==> config.mk <==
export PLATFORM = sky130hd
export DESIGN_NAME = sbs_ctrl
export DESIGN_NICKNAME = d
export VERILOG_FILES = /design/src/rtl/core/sbs_pkg.sv /design/src/rtl/core/sbs_ctrl.sv
export SDC_FILE = /design/constraint.sdc
export NUM_CORES = 1
export LEC_CHECK = 0
export ABC_AREA = 1
export BUFFER_PORTS_ARGS = -buffer_cell sky130_fd_sc_hd__buf_2
export CAP_MARGIN = 20
export CORE_AREA = 2 2 39 41
export CTS_CLUSTER_SIZE = 40
export DETAILED_ROUTE_END_ITERATION = 12
export DIE_AREA = 0 0 41 43
export SLEW_MARGIN = 40
export SYNTH_ARGS = -nofsm -noshare
export SYNTH_HDL_FRONTEND = slang
export SYNTH_SLANG_ARGS = --single-unit
==> constraint.sdc <==
create_clock -name clk -period 1.2 [get_ports clk]
set_input_delay 0.24 -clock clk [delete_from_list [all_inputs] [get_ports clk]]
set_output_delay 0.24 -clock clk [all_outputs]
set_load 0.03 [all_outputs]
==> src/rtl/core/sbs_pkg.sv <==
package sbs_pkg;

	// Block dimensions.
	localparam int BINS        = 256;
	localparam int WINDOW      = 512;
	localparam int SAMPLE_BITS = 16;

	localparam int BIN_BITS = $clog2(BINS);
	localparam int WIN_BITS = $clog2(WINDOW);
	localparam int ADR_BITS = BIN_BITS + WIN_BITS;
	localparam int SUM_W    = SAMPLE_BITS + WIN_BITS;
	localparam int SQ_W     = 2 * SAMPLE_BITS + WIN_BITS;
	localparam int HC_W     = 7;

	// Stream and register port widths.
	localparam int BIN_W    = 8;
	localparam int MAG_W    = 16;
	localparam int IN_W     = 24;
	localparam int OUT_W    = 32;
	localparam int CFG_AW   = 3;
	localparam int CFG_DW   = 12;

	// Register indexes.
	localparam logic [CFG_AW-1:0] REG_MODE      = 3'd0;
	localparam logic [CFG_AW-1:0] REG_ALPHA     = 3'd1;
	localparam logic [CFG_AW-1:0] REG_MEAN_GAIN = 3'd2;
	localparam logic [CFG_AW-1:0] REG_VAR_GAIN  = 3'd3;
	localparam logic [CFG_AW-1:0] REG_HIT_HOLD  = 3'd4;
	localparam logic [CFG_AW-1:0] REG_HIT_STEP  = 3'd5;

	// Level modes.
	localparam logic [1:0] MODE_EXP  = 2'd0;
	localparam logic [1:0] MODE_MEAN = 2'd1;
	localparam logic [1:0] MODE_VAR  = 2'd2;

	localparam logic [8:0] ALPHA_ONE = 9'd256;

	typedef enum logic [2:0] {
		ST_CLEAR,
		ST_IDLE,
		ST_READ,
		ST_SQ,
		ST_ACC,
		ST_MUL1,
		ST_MUL2,
		ST_FIN
	} sbs_state_t;

	// Commands from the controller to the datapath.
	typedef struct packed {
		logic clr;
		logic load;
		logic rd;
		logic sq;
		logic acc;
		logic mul1;
		logic mul2;
		logic fin;
	} sbs_cmd_t;

	// Status from the datapath to the controller.
	typedef struct packed {
		logic bin_ok;
		logic clr_done;
		logic out_busy;
	} sbs_sts_t;

	// One row of per-bin state.
	typedef struct packed {
		logic [HC_W-1:0]        hc;
		logic [SAMPLE_BITS-1:0] lvl;
		logic [SQ_W-1:0]        sumsq;
		logic [SUM_W-1:0]       sum;
	} sbs_row_t;

endpackage

==> src/rtl/core/sbs_ctrl.sv <==
module sbs_ctrl (
	input  logic              clk,
	input  logic              arst_n,
	input  logic              s_axis_tvalid,
	output logic              s_axis_tready,
	input  sbs_pkg::sbs_sts_t sts,
	output sbs_pkg::sbs_cmd_t cmd
);

	sbs_pkg::sbs_state_t state_q;
	sbs_pkg::sbs_state_t state_nxt;
	logic                in_xfer;

	assign s_axis_tready = (state_q == sbs_pkg::ST_IDLE);
	assign in_xfer       = s_axis_tvalid && s_axis_tready;

	// State register.
	always_ff @(posedge clk or negedge arst_n) begin
		if (!arst_n) begin
			state_q <= sbs_pkg::ST_CLEAR;
		end else begin
			state_q <= state_nxt;
		end
	end

	// Next state.
	always_comb begin
		state_nxt = state_q;
		unique case (state_q)
			sbs_pkg::ST_CLEAR: begin
				if (sts.clr_done) state_nxt = sbs_pkg::ST_IDLE;
			end
			sbs_pkg::ST_IDLE: begin
				if (in_xfer && sts.bin_ok) state_nxt = sbs_pkg::ST_READ;
			end
			sbs_pkg::ST_READ: state_nxt = sbs_pkg::ST_SQ;
			sbs_pkg::ST_SQ:   state_nxt = sbs_pkg::ST_ACC;
			sbs_pkg::ST_ACC:  state_nxt = sbs_pkg::ST_MUL1;
			sbs_pkg::ST_MUL1: state_nxt = sbs_pkg::ST_MUL2;
			sbs_pkg::ST_MUL2: state_nxt = sbs_pkg::ST_FIN;
			sbs_pkg::ST_FIN: begin
				if (!sts.out_busy) state_nxt = sbs_pkg::ST_IDLE;
			end
			default: state_nxt = sbs_pkg::ST_CLEAR;
		endcase
	end

	// Commands.
	always_comb begin
		cmd      = '0;
		cmd.load = in_xfer;
		unique case (state_q)
			sbs_pkg::ST_CLEAR: cmd.clr  = 1'b1;
			sbs_pkg::ST_READ:  cmd.rd   = 1'b1;
			sbs_pkg::ST_SQ:    cmd.sq   = 1'b1;
			sbs_pkg::ST_ACC:   cmd.acc  = 1'b1;
			sbs_pkg::ST_MUL1:  cmd.mul1 = 1'b1;
			sbs_pkg::ST_MUL2:  cmd.mul2 = 1'b1;
			sbs_pkg::ST_FIN:   cmd.fin  = !sts.out_busy;
			default: ;
		endcase
	end

endmodule

### Word-level counts from Yosys, hierarchy flattened

Cells that the tools add are included.

| storage, ports and cells | value |
|---|---|
| register bits after elaboration | 3 |
| output and inout bits | 9 |
| input bits | 6 |

| operators by class | value |
|---|---|
| muxes and demuxes | 11 |
| reduce and logical (&&, ||, !) cells | 5 |
| equality and inequality tests | 10 |

Operators by type and width:

| operator | number |
|---|---|
| $pmux W3 S8 | 1 |
| $eq A3 B3 Y1 const B | 4 |
| $mux W3 | 3 |
| $mux W1 | 7 |
| $eq A3 B2 Y1 const B | 2 |
| $ne A2 B2 Y1 const B | 2 |
| $eq A3 B1 Y1 const B | 1 |
| $logic_not A3 Y1 | 1 |
| $reduce_and A3 Y1 | 1 |
| $logic_and A1 B1 Y1 | 2 |
| $ne A2 B1 Y1 const B | 1 |
| $logic_not A1 Y1 | 1 |

### Longest topological paths before layout

| logic depth | value |
|---|---|
| depth in word-level cells | 5 |
| gate-level depth with buffers | 5 |
| depth with buffers taken out | 5 |

### Worst setup path before layout

No wires, ideal clock.

| timing path | value |
|---|---|
| path kind | register to output |
| from | reg state_q[1] |
| to | out cmd[1] (netlist name) |
| cell stages (with the launch flop) | 3 |
| data arrival time | 1.175 ns |
| setup slack | -0.215 ns |
| path through | dfrtp_1 -> inv_1 -> nor3_1 |

RTL lines:

| element | RTL line | text |
|---|---|---|
| from (decl) | sbs_ctrl.sv:10 | `sbs_pkg::sbs_state_t state_q;` |
| from (signal assigned) | sbs_ctrl.sv:20 | `state_q <= sbs_pkg::ST_CLEAR;` |
| from (signal assigned) | sbs_ctrl.sv:22 | `state_q <= state_nxt;` |
| to (decl) | sbs_ctrl.sv:7 | `output sbs_pkg::sbs_cmd_t cmd` |

==> impl_metrics.tcl <==
set metrics [dict create \
    synth_cell_types 16 \
    crit_path_start_kind "flop" \
    path_clk_slew_ns 0.04 \
    p_clk_share_pct 12.3 \
    dp.cells 64 \
    final_cell_mix "buf_4 (10), buf_6 (6), buf_2 (5), nor2_4 (4)" \
    sw_frac_of_total_pct 49.1 \
    skew_ns 0.00233 \
    grt_pass1_vias 261 \
    setup_tns_ns -1.35 \
    holdCritPathClass "input port to async pin" \
    cp_top_family "flip-flops" \
    rr_worst_depth 4 \
    drv_slew 0 \
    grt_max_degree 9 \
    holdWs_ns 0.330 \
    ioPinCount 15 \
    yosys_warnings 0 \
    synth_seq_cells 3 \
    start_util_pct 16.6 \
    finalHoldViolations 0 \
    setup_viol 9 \
    area_growth_pct 119 \
    power_density_nw_per_um2 2890 \
    vias 302 \
    fin_ws_ns -0.188 \
    tightest_slew_ns 0.183 \
    critical-path-max-stage-delay_ns 0.46 \
    top_regs "state_q x3" \
    synth_cells 32 \
    internal-power_mw 0.741 \
    wl_microns 695 \
    design_power_total_mw 1.46 \
    io_buffer_count 14 \
    design_area_sq_um 504 \
    wl_per_cell_microns 9.52 \
    drive_gt1_share_pct 71.9 \
    cts_tree "done" \
    worst_ep_required_time_ns 0.96 \
    fillers 147 \
    arrival_ns 1.15 \
    die_x_microns 41 \
    mostFrequentLayoutCell "buf_4" \
    cts-buffers-inserted 3 \
    p_seq_share_pct 19.8 \
    finish.utilization_pct 36.4 \
    cp_slowest_cell "dfrtp_2" \
    die_y_microns 43 \
    antenna_found_initial 0 \
    coreArea_sq_um 1380 \
    outcome "finished with violations" \
    p_leak_nw 0.248 \
    place_area_sq_um 343 \
    switchingPower_mw 0.715 \
    synth_area_per_cell_sq_um 7.19 \
    rsz0062_at_grt "yes" \
    period_share_pct 116 \
    fmax_mhz 720 \
    path_class "flop to output port" \
    num_rows 14 \
    endpoint_kind "output port" \
    n_antenna_cell 0 \
    cts-htree-levels 1 \
    largest_reg_flops 3 \
    grt-ovfl-total 0 \
    period_minus_slack_ns 1.39 \
    drt-vias-per-instance 4.14 \
    p_comb_share_pct 67.9 \
    synthesis.nets 38 \
    root_buffer "clkbuf_4" \
    drt_iter0_drc 2 \
    die_area_sq_um 1760 \
    cp_num_cells 5 \
    netlist_area_sq_um 230 \
    cts_buffer_depth 2 \
    path_cells "inv_4 > nor2_4 > nand2_2 > nor2_1 > buf_4" \
    drcViolationCount 0 \
    grt_pass1_wl_microns 1040 \
    stdcell_count 73 \
    yosysSeqAreaShare_pct 32.6 \
    preCtsSetupSlack_ns 0.0184 \
    worstPathMaxFanout 5 \
    irDropWorstVdd_mv 0.763 \
    hpwl_microns 463 \
    cts.sinks 3 \
    grt.total_usage_pct 9.59 \
    gp_congestion 0.664 \
    regMostFlops "state_q" \
    drt-pass1-iter-count 2 \
    critPathBufInv 2 \
    finalNetCount 64 \
    violations "negative setup slack" \
    maxCapViolCount 0 \
    final_antenna_net_count 0 \
    slew_headroom_pct 87.7 \
    clock_latency_ns 0.23 \
]
cells in the mapped netlist:
library cell  instances  area, sq um
dfrtp_1               3         75.1
nor2_1                5         18.8
a21oi_1               2         10.0
inv_1                 4         15.0
o21bai_2              1         11.3
nand2_2               1         6.26
nor2_2                1         6.26
nor3_2                1         10.0
nor3_1                3         15.0
nand3_1               1         5.00
nor3b_2               1         12.5
inv_2                 2         7.51
nand2_1               4         15.0
buf_4                 1         7.51
a21boi_1              1         7.51
nand3b_1              1         7.51
final timing paths:
path,start,to,slack (ns)
worst max-delay path,state_q[0],cmd[6],-0.19
worst min-delay path,arst_n,state_q[1],0.33
worst max register to register,state_q[1],state_q[1],0.13
worst min register to register,state_q[2],state_q[0],0.67
max in group asynchronous,arst_n,state_q[0],0.75
min in group clk,sts[2],state_q[0],0.34
layout make-up:
class,instances,area [sq um],area share [%]
clock buffers,4,26.3,5.21
inverters,6,27.5,5.46
well taps,16,20.0,3.97
repair buffers,22,178,35.2
multi-input cells,22,174,34.5
flip-flops and latches,3,78.8,15.6
timing repair:
| action | in CTS | in global routing |
|---|---|---|
| pin swaps | 2 | 1 |
| setup buffers | 3 | 1 |
| hold endpoints to repair | 3 | 0 |
| setup endpoints to repair | 9 | 9 |
| cloned | 0 | 0 |
| resized for setup | 23 | 8 |
| hold buffers | 1 | 0 |
per-layer routing:
metal | up-vias | part of all wire (%) | GRT usage [%]
met4 | 0 | 0 | 6.00
met3 | 0 | 7.6 | 7.85
met1 | 138 | 37 | 8.50
met5 | - | 0 | 0
li1 | 152 | - | -
met2 | 12 | 55 | 14.1
power by group through the flow:
stage,sequential (mW),clock [mW],combinational [mW]
final,0.288,0.179,0.989
after global routing,0.302,0.206,1.06
after CTS,0.253,0.189,0.904
after detailed placement,0.230,0,0.694
after global placement,0.229,0,0.684
after floorplan,0.219,0,0.489
logic make-up (layout without fill, tap and decap cells):
group	Yosys count	after routing	share of synthesized area, %
DFF	3	3	32.6
and+or+nand+nor	18	18	41.8
buffers and inverters	7	32	13.0
AOI/OAI and AO/OA	4	4	12.5
worst reg2reg max path: cells and delay by family (launching register included):
kind                   cells  cell delay, ns
AOI/OAI and AO/OA          1            0.17
buffers and inverters      1            0.13
DFF                        1            0.47
and+or+nand+nor            2            0.18
No activity file was read; power rests on OpenSTA's default activity.
